**src/sv/gsi_pkg.sv**
```systemverilog
package gsi_pkg;

   localparam int COUNT_WIDTH = 16;
   localparam int PROD_WIDTH = 2 * COUNT_WIDTH;
   localparam int FRAC_BITS = 16;
   localparam int FIX_WIDTH = FRAC_BITS + 1;
   localparam int MAX_CLASSES_DEFAULT = 16;

   localparam logic [FIX_WIDTH-1:0] ONE_FIX = FIX_WIDTH'(1) << FRAC_BITS;

   localparam int CSR_DATA_WIDTH = 32;
   localparam int CSR_ADDR_WIDTH = 3;
   localparam int CSR_INDEX_LSB = 2;
   localparam int CSR_INDEX_WIDTH = CSR_ADDR_WIDTH - CSR_INDEX_LSB;
   localparam logic [CSR_INDEX_WIDTH-1:0] REG_OBJECT_TOTAL = '0;
   localparam logic [COUNT_WIDTH-1:0] OBJECT_TOTAL_RESET = COUNT_WIDTH'(1);

   typedef enum logic [2:0] {
      ST_IDLE,
      ST_ADD,
      ST_DIFF,
      ST_GINI_START,
      ST_GINI_WAIT,
      ST_TERM_START,
      ST_TERM_WAIT,
      ST_EMIT
   } state_type;

   typedef enum logic {
      DIV_GINI,
      DIV_TERM
   } div_sel_type;

   typedef struct packed {
      logic        capture;
      logic        accum;
      logic        diff;
      logic        div_start;
      div_sel_type div_sel;
      logic        latch_gini;
      logic        latch_term;
      logic        emit;
   } dp_cmd_type;

   typedef struct packed {
      logic col_end;
      logic div_done;
      logic out_free;
   } dp_status_type;

endpackage

```
**src/sv/gsi_req_if.sv**
```systemverilog
interface gsi_req_if;
   import gsi_pkg::*;

   logic                   valid;
   logic                   ready;
   logic [COUNT_WIDTH-1:0] cell_count;
   logic [COUNT_WIDTH-1:0] column_total;
   logic                   last_in_column;
   logic                   last_in_table;

   modport source (
      output valid, cell_count, column_total, last_in_column, last_in_table,
      input  ready
   );

   modport sink (
      input  valid, cell_count, column_total, last_in_column, last_in_table,
      output ready
   );

endinterface

```
**src/sv/gsi_rsp_if.sv**
```systemverilog
interface gsi_rsp_if;
   import gsi_pkg::*;

   logic                 valid;
   logic                 ready;
   logic [FIX_WIDTH-1:0] column_gini;
   logic [FIX_WIDTH-1:0] split_gini;
   logic                 split_done;

   modport source (
      output valid, column_gini, split_gini, split_done,
      input  ready
   );

   modport sink (
      input  valid, column_gini, split_gini, split_done,
      output ready
   );

endinterface

```
**src/sv/gsi_divider.sv**
```systemverilog
module gsi_divider (
   input  logic                           clock,
   input  logic                           reset,
   input  logic                           start,
   input  logic [gsi_pkg::PROD_WIDTH-1:0] dividend,
   input  logic [gsi_pkg::PROD_WIDTH-1:0] divisor,
   output logic [gsi_pkg::FRAC_BITS-1:0]  quotient,
   output logic                           done
);
   import gsi_pkg::*;

   localparam int CNT_WIDTH = $clog2(FRAC_BITS);
   localparam logic [CNT_WIDTH-1:0] LAST_STEP = CNT_WIDTH'(FRAC_BITS - 1);

   logic [PROD_WIDTH-1:0] rem_ff, rem_in;
   logic [PROD_WIDTH-1:0] divisor_ff, divisor_in;
   logic [FRAC_BITS-1:0]  quot_ff, quot_in;
   logic [CNT_WIDTH-1:0]  cnt_ff, cnt_in;
   logic                  busy_ff, busy_in;
   logic                  done_ff, done_in;
   logic [PROD_WIDTH:0]   shifted;
   logic [PROD_WIDTH:0]   reduced;
   logic                  fits;

   always_comb begin
      shifted = {rem_ff, 1'b0};
      fits    = shifted >= {1'b0, divisor_ff};
      reduced = shifted - {1'b0, divisor_ff};
      rem_in     = rem_ff;
      divisor_in = divisor_ff;
      quot_in    = quot_ff;
      cnt_in     = cnt_ff;
      busy_in    = busy_ff;
      done_in    = 1'b0;
      if (start) begin
         rem_in     = dividend;
         divisor_in = divisor;
         quot_in    = '0;
         cnt_in     = '0;
         busy_in    = 1'b1;
      end else if (busy_ff) begin
         rem_in  = fits ? reduced[PROD_WIDTH-1:0] : shifted[PROD_WIDTH-1:0];
         quot_in = {quot_ff[FRAC_BITS-2:0], fits};
         cnt_in  = cnt_ff + CNT_WIDTH'(1);
         if (cnt_ff == LAST_STEP) begin
            busy_in = 1'b0;
            done_in = 1'b1;
         end
      end
   end

   always_ff @(posedge clock) begin
      if (reset) begin
         busy_ff <= 1'b0;
         done_ff <= 1'b0;
         cnt_ff  <= '0;
      end else begin
         busy_ff <= busy_in;
         done_ff <= done_in;
         cnt_ff  <= cnt_in;
      end
      rem_ff     <= rem_in;
      divisor_ff <= divisor_in;
      quot_ff    <= quot_in;
   end

   assign quotient = quot_ff;
   assign done     = done_ff;

endmodule

```
**src/sv/gsi_datapath.sv**
```systemverilog
module gsi_datapath #(
   parameter int MAX_CLASSES = gsi_pkg::MAX_CLASSES_DEFAULT
) (
   input  logic                            clock,
   input  logic                            reset,
   input  gsi_pkg::dp_cmd_type             cmd,
   output gsi_pkg::dp_status_type          status,
   input  logic [gsi_pkg::COUNT_WIDTH-1:0] object_total,
   input  logic [gsi_pkg::COUNT_WIDTH-1:0] cell_count,
   input  logic [gsi_pkg::COUNT_WIDTH-1:0] column_total,
   input  logic                            last_in_column,
   input  logic                            last_in_table,
   output logic                            rsp_valid,
   input  logic                            rsp_ready,
   output logic [gsi_pkg::FIX_WIDTH-1:0]   column_gini,
   output logic [gsi_pkg::FIX_WIDTH-1:0]   split_gini,
   output logic                            split_done
);
   import gsi_pkg::*;

   localparam int SQ_WIDTH = PROD_WIDTH + $clog2(MAX_CLASSES);
   localparam logic [SQ_WIDTH-1:0] COUNT_MAX = SQ_WIDTH'((64'd1 << COUNT_WIDTH) - 64'd1);
   localparam logic [SQ_WIDTH-1:0] SQUARE_MAX = SQ_WIDTH'(MAX_CLASSES) * COUNT_MAX * COUNT_MAX;

   logic [PROD_WIDTH-1:0]  sq_ff, sq_in;
   logic [COUNT_WIDTH-1:0] total_ff, total_in;
   logic                   col_end_ff, col_end_in;
   logic                   tab_end_ff, tab_end_in;
   logic [SQ_WIDTH-1:0]    sqsum_ff, sqsum_in;
   logic [PROD_WIDTH-1:0]  tsq_ff, tsq_in;
   logic [PROD_WIDTH-1:0]  diff_ff, diff_in;
   logic [PROD_WIDTH-1:0]  tn_ff, tn_in;
   logic [FIX_WIDTH-1:0]   gini_ff, gini_in;
   logic [FIX_WIDTH-1:0]   term_ff, term_in;
   logic [FIX_WIDTH-1:0]   split_ff, split_in;
   logic                   rsp_valid_ff, rsp_valid_in;
   logic [FIX_WIDTH-1:0]   rsp_gini_ff, rsp_gini_in;
   logic [FIX_WIDTH-1:0]   rsp_split_ff, rsp_split_in;
   logic                   rsp_done_ff, rsp_done_in;

   logic [SQ_WIDTH:0]      sum_wide;
   logic [FIX_WIDTH:0]     split_wide;
   logic [FIX_WIDTH-1:0]   split_next;
   logic [PROD_WIDTH-1:0]  div_divisor;
   logic [FRAC_BITS-1:0]   div_quotient;
   logic                   div_done;

   assign div_divisor = (cmd.div_sel == DIV_TERM) ? tn_ff : tsq_ff;

   gsi_divider u_divider (
      .clock    (clock),
      .reset    (reset),
      .start    (cmd.div_start),
      .dividend (diff_ff),
      .divisor  (div_divisor),
      .quotient (div_quotient),
      .done     (div_done)
   );

   always_comb begin
      sum_wide   = {1'b0, sqsum_ff} + (SQ_WIDTH + 1)'(sq_ff);
      split_wide = {1'b0, split_ff} + {1'b0, term_ff};
      split_next = (split_wide > {1'b0, ONE_FIX}) ? ONE_FIX : split_wide[FIX_WIDTH-1:0];

      sq_in        = sq_ff;
      total_in     = total_ff;
      col_end_in   = col_end_ff;
      tab_end_in   = tab_end_ff;
      sqsum_in     = sqsum_ff;
      tsq_in       = tsq_ff;
      diff_in      = diff_ff;
      tn_in        = tn_ff;
      gini_in      = gini_ff;
      term_in      = term_ff;
      split_in     = split_ff;
      rsp_valid_in = rsp_valid_ff && !rsp_ready;
      rsp_gini_in  = rsp_gini_ff;
      rsp_split_in = rsp_split_ff;
      rsp_done_in  = rsp_done_ff;

      if (cmd.capture) begin
         sq_in      = cell_count * cell_count;
         total_in   = column_total;
         col_end_in = last_in_column;
         tab_end_in = last_in_table;
      end

      if (cmd.accum) begin
         sqsum_in = (sum_wide > {1'b0, SQUARE_MAX}) ? SQUARE_MAX : sum_wide[SQ_WIDTH-1:0];
         tsq_in   = total_ff * total_ff;
      end

      if (cmd.diff) begin
         diff_in  = (sqsum_ff < SQ_WIDTH'(tsq_ff)) ?
                    (tsq_ff - sqsum_ff[PROD_WIDTH-1:0]) : '0;
         tn_in    = total_ff * object_total;
         sqsum_in = '0;
      end

      if (cmd.latch_gini) begin
         if (tsq_ff == '0) begin
            gini_in = '0;
         end else if (diff_ff >= tsq_ff) begin
            gini_in = ONE_FIX;
         end else begin
            gini_in = {1'b0, div_quotient};
         end
      end

      if (cmd.latch_term) begin
         if (tn_ff == '0) begin
            term_in = '0;
         end else if (diff_ff >= tn_ff) begin
            term_in = ONE_FIX;
         end else begin
            term_in = {1'b0, div_quotient};
         end
      end

      if (cmd.emit) begin
         rsp_valid_in = 1'b1;
         rsp_gini_in  = gini_ff;
         rsp_split_in = split_next;
         rsp_done_in  = tab_end_ff;
         split_in     = tab_end_ff ? '0 : split_next;
      end
   end

   always_ff @(posedge clock) begin
      if (reset) begin
         sqsum_ff     <= '0;
         split_ff     <= '0;
         rsp_valid_ff <= 1'b0;
      end else begin
         sqsum_ff     <= sqsum_in;
         split_ff     <= split_in;
         rsp_valid_ff <= rsp_valid_in;
      end
      sq_ff        <= sq_in;
      total_ff     <= total_in;
      col_end_ff   <= col_end_in;
      tab_end_ff   <= tab_end_in;
      tsq_ff       <= tsq_in;
      diff_ff      <= diff_in;
      tn_ff        <= tn_in;
      gini_ff      <= gini_in;
      term_ff      <= term_in;
      rsp_gini_ff  <= rsp_gini_in;
      rsp_split_ff <= rsp_split_in;
      rsp_done_ff  <= rsp_done_in;
   end

   assign status.col_end  = col_end_ff;
   assign status.div_done = div_done;
   assign status.out_free = !rsp_valid_ff || rsp_ready;

   assign rsp_valid   = rsp_valid_ff;
   assign column_gini = rsp_gini_ff;
   assign split_gini  = rsp_split_ff;
   assign split_done  = rsp_done_ff;

endmodule

```
**src/sv/gsi_ctrl.sv**
```systemverilog
module gsi_ctrl (
   input  logic                   clock,
   input  logic                   reset,
   input  logic                   req_valid,
   output logic                   req_ready,
   output gsi_pkg::dp_cmd_type    cmd,
   input  gsi_pkg::dp_status_type status
);
   import gsi_pkg::*;

   state_type state_ff, state_in;

   always_ff @(posedge clock) begin
      if (reset) begin
         state_ff <= ST_IDLE;
      end else begin
         state_ff <= state_in;
      end
   end

   always_comb begin
      state_in  = state_ff;
      req_ready = 1'b0;
      cmd       = '0;
      cmd.div_sel = DIV_GINI;
      case (state_ff)
         ST_IDLE: begin
            req_ready = 1'b1;
            if (req_valid) begin
               cmd.capture = 1'b1;
               state_in    = ST_ADD;
            end
         end
         ST_ADD: begin
            cmd.accum = 1'b1;
            state_in  = status.col_end ? ST_DIFF : ST_IDLE;
         end
         ST_DIFF: begin
            cmd.diff = 1'b1;
            state_in = ST_GINI_START;
         end
         ST_GINI_START: begin
            cmd.div_start = 1'b1;
            state_in      = ST_GINI_WAIT;
         end
         ST_GINI_WAIT: begin
            if (status.div_done) begin
               cmd.latch_gini = 1'b1;
               state_in       = ST_TERM_START;
            end
         end
         ST_TERM_START: begin
            cmd.div_sel   = DIV_TERM;
            cmd.div_start = 1'b1;
            state_in      = ST_TERM_WAIT;
         end
         ST_TERM_WAIT: begin
            cmd.div_sel = DIV_TERM;
            if (status.div_done) begin
               cmd.latch_term = 1'b1;
               state_in       = ST_EMIT;
            end
         end
         ST_EMIT: begin
            if (status.out_free) begin
               cmd.emit = 1'b1;
               state_in = ST_IDLE;
            end
         end
         default: begin
            state_in = ST_IDLE;
         end
      endcase
   end

endmodule

```
**src/sv/gini_split_impurity_core.sv**
```systemverilog
// Weighted Gini split of a contingency table in 17-bit fixed point (65536 = 1.0). Class
// counts enter one cell per transaction, column by column; a cell that does not end its
// column passes through capture with the squaring multiplier, then the saturating add.
// A column's last cell waits on both divisions before the next transaction is taken:
// the column index and the weighted term each come from the one shared radix-2 divider,
// 16 quotient bits at one bit a cycle, and the two divisions run back to back. Results
// leave through an output register, so the next column is accepted while a result waits.
// object_total lies at byte address 0 of the APB port and should only be written while
// the block is idle; a zero column total or zero object_total contributes nothing.
module gini_split_impurity_core #(
   parameter int MAX_CLASSES = gsi_pkg::MAX_CLASSES_DEFAULT
) (
   input  logic                               clock,
   input  logic                               reset,
   gsi_req_if.sink                            req_chan,
   gsi_rsp_if.source                          rsp_chan,
   input  logic                               csr_psel,
   input  logic                               csr_penable,
   input  logic                               csr_pwrite,
   input  logic [gsi_pkg::CSR_ADDR_WIDTH-1:0] csr_paddr,
   input  logic [gsi_pkg::CSR_DATA_WIDTH-1:0] csr_pwdata,
   output logic [gsi_pkg::CSR_DATA_WIDTH-1:0] csr_prdata,
   output logic                               csr_pready
);
   import gsi_pkg::*;

   logic [COUNT_WIDTH-1:0]     object_total_ff, object_total_in;
   logic [CSR_INDEX_WIDTH-1:0] csr_index;
   logic                       csr_write;
   logic                       req_ready;
   dp_cmd_type                 cmd;
   dp_status_type              status;

   assign csr_pready = 1'b1;
   assign csr_index  = csr_paddr[CSR_ADDR_WIDTH-1:CSR_INDEX_LSB];
   assign csr_write  = csr_psel && csr_penable && csr_pwrite && csr_pready;

   always_comb begin
      object_total_in = object_total_ff;
      if (csr_write && (csr_index == REG_OBJECT_TOTAL)) begin
         object_total_in = csr_pwdata[COUNT_WIDTH-1:0];
      end
      csr_prdata = '0;
      if (csr_index == REG_OBJECT_TOTAL) begin
         csr_prdata = CSR_DATA_WIDTH'(object_total_ff);
      end
   end

   always_ff @(posedge clock) begin
      if (reset) begin
         object_total_ff <= OBJECT_TOTAL_RESET;
      end else begin
         object_total_ff <= object_total_in;
      end
   end

   assign req_chan.ready = req_ready;

   gsi_ctrl u_ctrl (
      .clock     (clock),
      .reset     (reset),
      .req_valid (req_chan.valid),
      .req_ready (req_ready),
      .cmd       (cmd),
      .status    (status)
   );

   gsi_datapath #(
      .MAX_CLASSES (MAX_CLASSES)
   ) u_datapath (
      .clock          (clock),
      .reset          (reset),
      .cmd            (cmd),
      .status         (status),
      .object_total   (object_total_ff),
      .cell_count     (req_chan.cell_count),
      .column_total   (req_chan.column_total),
      .last_in_column (req_chan.last_in_column),
      .last_in_table  (req_chan.last_in_table),
      .rsp_valid      (rsp_chan.valid),
      .rsp_ready      (rsp_chan.ready),
      .column_gini    (rsp_chan.column_gini),
      .split_gini     (rsp_chan.split_gini),
      .split_done     (rsp_chan.split_done)
   );

endmodule

```
**src/flat_wrapper.sv**
```systemverilog
// flat-port wrapper written by rule: the top's interface ports become plain ports
module gini_split_impurity_core_flat import gsi_pkg::*;
#(
   parameter int MAX_CLASSES = gsi_pkg::MAX_CLASSES_DEFAULT
)
  (clock, reset, csr_psel, csr_penable, csr_pwrite, csr_paddr, csr_pwdata, csr_prdata, csr_pready, req_chan_valid, req_chan_cell_count, req_chan_column_total, req_chan_last_in_column, req_chan_last_in_table, req_chan_ready, rsp_chan_valid, rsp_chan_column_gini, rsp_chan_split_gini, rsp_chan_split_done, rsp_chan_ready);
  gsi_req_if req_chan_i ();
  gsi_rsp_if rsp_chan_i ();
  input  logic clock;
  input  logic reset;
  input  logic csr_psel;
  input  logic csr_penable;
  input  logic csr_pwrite;
  input  logic [gsi_pkg::CSR_ADDR_WIDTH-1:0] csr_paddr;
  input  logic [gsi_pkg::CSR_DATA_WIDTH-1:0] csr_pwdata;
  output logic [gsi_pkg::CSR_DATA_WIDTH-1:0] csr_prdata;
  output logic csr_pready;
  input wire logic [$bits(req_chan_i.valid)-1:0] req_chan_valid;
  input wire logic [$bits(req_chan_i.cell_count)-1:0] req_chan_cell_count;
  input wire logic [$bits(req_chan_i.column_total)-1:0] req_chan_column_total;
  input wire logic [$bits(req_chan_i.last_in_column)-1:0] req_chan_last_in_column;
  input wire logic [$bits(req_chan_i.last_in_table)-1:0] req_chan_last_in_table;
  output wire logic [$bits(req_chan_i.ready)-1:0] req_chan_ready;
  output wire logic [$bits(rsp_chan_i.valid)-1:0] rsp_chan_valid;
  output wire logic [$bits(rsp_chan_i.column_gini)-1:0] rsp_chan_column_gini;
  output wire logic [$bits(rsp_chan_i.split_gini)-1:0] rsp_chan_split_gini;
  output wire logic [$bits(rsp_chan_i.split_done)-1:0] rsp_chan_split_done;
  input wire logic [$bits(rsp_chan_i.ready)-1:0] rsp_chan_ready;
  assign req_chan_i.valid = req_chan_valid;
  assign req_chan_i.cell_count = req_chan_cell_count;
  assign req_chan_i.column_total = req_chan_column_total;
  assign req_chan_i.last_in_column = req_chan_last_in_column;
  assign req_chan_i.last_in_table = req_chan_last_in_table;
  assign req_chan_ready = req_chan_i.ready;
  assign rsp_chan_valid = rsp_chan_i.valid;
  assign rsp_chan_column_gini = rsp_chan_i.column_gini;
  assign rsp_chan_split_gini = rsp_chan_i.split_gini;
  assign rsp_chan_split_done = rsp_chan_i.split_done;
  assign rsp_chan_i.ready = rsp_chan_ready;
  gini_split_impurity_core #(.MAX_CLASSES(MAX_CLASSES)) u_core (.clock(clock), .reset(reset), .req_chan(req_chan_i), .rsp_chan(rsp_chan_i), .csr_psel(csr_psel), .csr_penable(csr_penable), .csr_pwrite(csr_pwrite), .csr_paddr(csr_paddr), .csr_pwdata(csr_pwdata), .csr_prdata(csr_prdata), .csr_pready(csr_pready));
endmodule
```
**config.mk**
```make
export PLATFORM = sky130hd
export DESIGN_NAME = gini_split_impurity_core_flat
export DESIGN_NICKNAME = d
export VERILOG_FILES = /design/src/sv/gsi_pkg.sv /design/src/sv/gsi_req_if.sv /design/src/sv/gsi_rsp_if.sv /design/src/sv/gsi_divider.sv /design/src/sv/gsi_datapath.sv /design/src/sv/gsi_ctrl.sv /design/src/sv/gini_split_impurity_core.sv /design/src/flat_wrapper.sv
export SDC_FILE = /design/constraint.sdc
export NUM_CORES = 2
export LEC_CHECK = 0
export CORE_MARGIN = 3
export CORE_UTILIZATION = 35
export CTS_BUF_LIST = sky130_fd_sc_hd__clkbuf_4
export DETAILED_ROUTE_END_ITERATION = 6
export DONT_BUFFER_PORTS = 1
export PLACE_DENSITY_LB_ADDON = 0.25
export SKIP_LAST_GASP = 1
export SYNTH_ARGS = -nofsm -noshare
export SYNTH_HDL_FRONTEND = slang
export SYNTH_SLANG_ARGS = --single-unit
```
**constraint.sdc**
```tcl
create_clock -name clock -period 13.29 [get_ports clock]
set_clock_uncertainty 0.1 [all_clocks]
set_input_delay 3.987 -clock clock [delete_from_list [all_inputs] [get_ports clock]]
set_output_delay 3.987 -clock clock [all_outputs]
set_load 0.02 [all_outputs]
```
==> results.cfg <==
[critical_path]
worstPathRequired_ns = 13.85
reg2reg_from = u_core.u_datapath.total_ff[12]
cp-end-kind = flip-flop
start_kind = input pin
ff2ff_path_depth = 24
cp_common_cell = inv_1
r2r_setup_slack_ns = 5.48
crit_arrival_ns = 10.11
r2r_end = u_core.u_datapath.tsq_ff[28]
path_buf_inv = 7
slowest_delay_ns = 0.53
worstSetupStartpoint = req_chan_cell_count[9]
crit_fanout = 17
worstSetupPathType = in -> reg
critPathSlowestCell = fa_1
critPathTopFamily = adder cells

[drt]
drc = 0
wl_met2_microns = 50000
post_drt_wl_per_cell_microns = 17.2
drt_first_iter_violations = 1719
wl_met3_microns = 4240
top_layer = met4
vias_per_cell = 4.94
firstDrtPassIters = 7
ant_nets = 0
wl_met1_microns = 53100
via_count = 31600
wl_microns = 110000

[floorplanning]
io_pins = 146
die_h_microns = 360
start_util = 0.354
die-width_microns = 360
dieArea_sq_mm = 0.130
rows = 129
core_area_sq_mm = 0.124

[timing]
fmax_ghz = 0.105
tightest_slew_ns = 1.23
rsz0062_at_grt = false
setup_viol = 0
fin_setup_tns_ns = 0
period_needed_ns = 9.54
min_period_over_period = 0.718
relSlewSlack = 0.175
finalMaxSlewViolations = 0
hold_viol = 0

[power_and_ir_drop]
p_seq_frac = 0.201
p_sw_frac = 0.471
p_int_mw = 5.09
ir_drop_mv = 0.272
leakagePower_nw = 22.6
combPwrFrac = 0.682
clockPowerShare = 0.117
power.density_mw_per_mm2 = 205
p_switching_mw = 4.53

[global_route]
grt_max_degree = 63
antenna_found_initial = 6
overflow = 0
grt_pass1_vias = 33100
grt_usage = 0.173
grt_pass1_wl_microns = 180000

[final_layout]
syn_to_final_growth_pct = 7.13
nNetsFinal = 5778
finalInstanceArea_sq_mm = 0.0470
drive_above_1_share = 0.0538
layoutNonFillerInstCount = 6401

[clocking]
cts_inserted_buffers = 104
root_buffer = clkbuf_4
ctsHtreeMaxLevel = 3
post_cts_buffers = 0
cts.sinks = 372
path_clk_slew_ns = 0.07
cts_tree = yes
cts_resized = 0
cts_hold_buf = 0
clk_latency_ns = 0.98
clock_path_buffers = 3

[synth]
synth.area.top_cells = fa_1, edfxtp_1, ha_1
synth_area_sq_mm = 0.0439
synth_edf_count = 277
netlist-cell-type-count = 78
syn_inst = 4684
yosys_warnings = 0
synth_seq_cells = 372
yosysTopAreaCell = fa_1
synth.top_cell.area_share = 0.238
async_flop_share = 0
synth_seq_area_share = 0.233
postSynthAreaPerCell_sq_um = 9.37
ys.flop_type = edfxtp_1

[min_path]
hold_path_end = u_core.u_datapath.column_gini[11]
hold_depth = 0
hp-class = reg -> reg
hold_start = u_core.u_datapath.gini_ff[11]

[placement]
port_buffers = 0
dp.cells = 6200
routabilityCongestion = 0.859
dpl_cell_area_sq_mm = 0.0456
hpwl_microns = 84900

[status]
outcome = finished clean

[job]
drv_cap = 0
flip-flops by register name (all words and copies together) (netlist names), 17 cells and up:
| name | cells |
|---|---|
| u_core.u_datapath.column_gini | 17 |
| u_core.u_datapath.split_gini | 17 |
| u_core.u_datapath.split_ff | 17 |
| u_core.u_datapath.u_divider.rem_ff | 32 |
| u_core.u_datapath.gini_ff | 17 |
| u_core.u_datapath.term_ff | 17 |
| u_core.u_datapath.tsq_ff | 31 |
| u_core.u_datapath.tn_ff | 32 |
| u_core.u_datapath.sqsum_ff | 36 |
| u_core.u_datapath.u_divider.divisor_ff | 32 |
| u_core.u_datapath.diff_ff | 32 |
| u_core.u_datapath.sq_ff | 31 |
routing by layer:
layer	GRT usage	vias up
met2	0.281	575
met5	0	-
met3	0.0230	143
met4	0.0457	0
met1	0.243	15700
li1	-	15200
through the flow:
| step | utilization | hold slack, ns | setup WS (ns) | total power [mW] |
|---|---|---|---|---|
| after floorplan | - | 0.300 | 3.06 | 7.04 |
| after global placement | 0.367 | 0.304 | 2.82 | 8.47 |
| after detailed placement | 0.367 | 0.305 | 2.83 | 8.52 |
| after CTS | 0.379 | 0.292 | 3.88 | 9.74 |
| after global routing | 0.379 | 0.322 | 3.34 | 10.8 |
| final | 0.379 | 0.300 | 3.75 | 9.62 |
power groups by stage:
| stage | Combinational (mW) | Clock (mW) | Sequential (mW) |
|---|---|---|---|
| 2_1_floorplan | 5.21 | 0 | 1.83 |
| 3_3_place_gp | 6.51 | 0 | 1.96 |
| 3_5_place_dp | 6.56 | 0 | 1.96 |
| 4_1_cts | 6.62 | 1.19 | 1.94 |
| 5_1_grt | 7.63 | 1.24 | 1.94 |
| 6_report | 6.56 | 1.13 | 1.93 |
synthesized netlist by cell type (16+ instances only):
cell,instances
or3_1,18
edfxtp_1,277
buf_4,17
and2_1,243
and3_1,23
o21ai_0,148
a21oi_1,215
a211oi_1,19
nand2_1,482
nor3_1,34
o21bai_1,19
nand4_1,30
o211ai_1,16
nand3_1,42
nand2b_1,36
nor4_1,26
inv_1,896
dfxtp_1,95
a22o_1,20
nor2b_1,53
a31oi_1,29
xor2_1,69
xnor2_1,126
nor2_1,230
ha_1,511
clkbuf_1,148
o21a_1,30
mux2i_1,18
fa_1,522
a21o_1,107
logic make-up (layout without fill, tap and decap cells):
logic type,Yosys count,after routing,share of synthesized area
AO/OA/AOI/OAI,733,733,0.108
XOR/XNOR,195,195,0.0389
adder cells (fa/ha/maj),1033,1033,0.384
buffers and inverters,1069,1130,0.0931
flip-flops,372,372,0.233
multiplexers,23,23,0.00539
other,2,21,0.000171
AND/OR/NAND/NOR,1257,1257,0.138
area by class of cell:
cell class	count	area (sq um)
clock inverter	41	264
clock buffer	156	1170
fill	12600	77100
tap	1637	2050
timing repair buffer	36	270
antenna	4	10.0
sequential	372	10200
multi-input combinational	3258	29700
inverter	897	3370
placed cells by master (no fill, tap or decap), types with 26 or more instances in the layout:
cell	netlist	layout
inv_1	896	895
fa_1	522	522
ha_1	511	511
nand2_1	482	480
edfxtp_1	277	277
and2_1	243	242
nor2_1	230	228
a21oi_1	215	215
clkbuf_4	0	156
o21ai_0	148	148
xnor2_1	126	126
a21o_1	107	107
dfxtp_1	95	95
xor2_1	69	69
nor2b_1	53	52
nand3_1	42	42
nand2b_1	36	36
buf_4	17	36
nor3_1	34	33
nand4_1	30	30
o21a_1	30	30
a31oi_1	29	29
nor4_1	26	26
how the worst max path moves through the flow:
stage | depth (start not counted) | slack, ns | to
global route | 25 | 3.34 | u_core.u_datapath.sq_ff[31]
detailed placement | 24 | 2.83 | u_core.u_datapath.sq_ff[31]
CTS | 25 | 3.88 | u_core.u_datapath.sq_ff[31]
floorplan | 27 | 3.06 | u_core.u_datapath.sq_ff[31]
finish | 25 | 3.75 | u_core.u_datapath.sq_ff[31]
global placement | 25 | 2.82 | u_core.u_datapath.sq_ff[31]
Note: power is estimated with default switching activity, not from simulation.
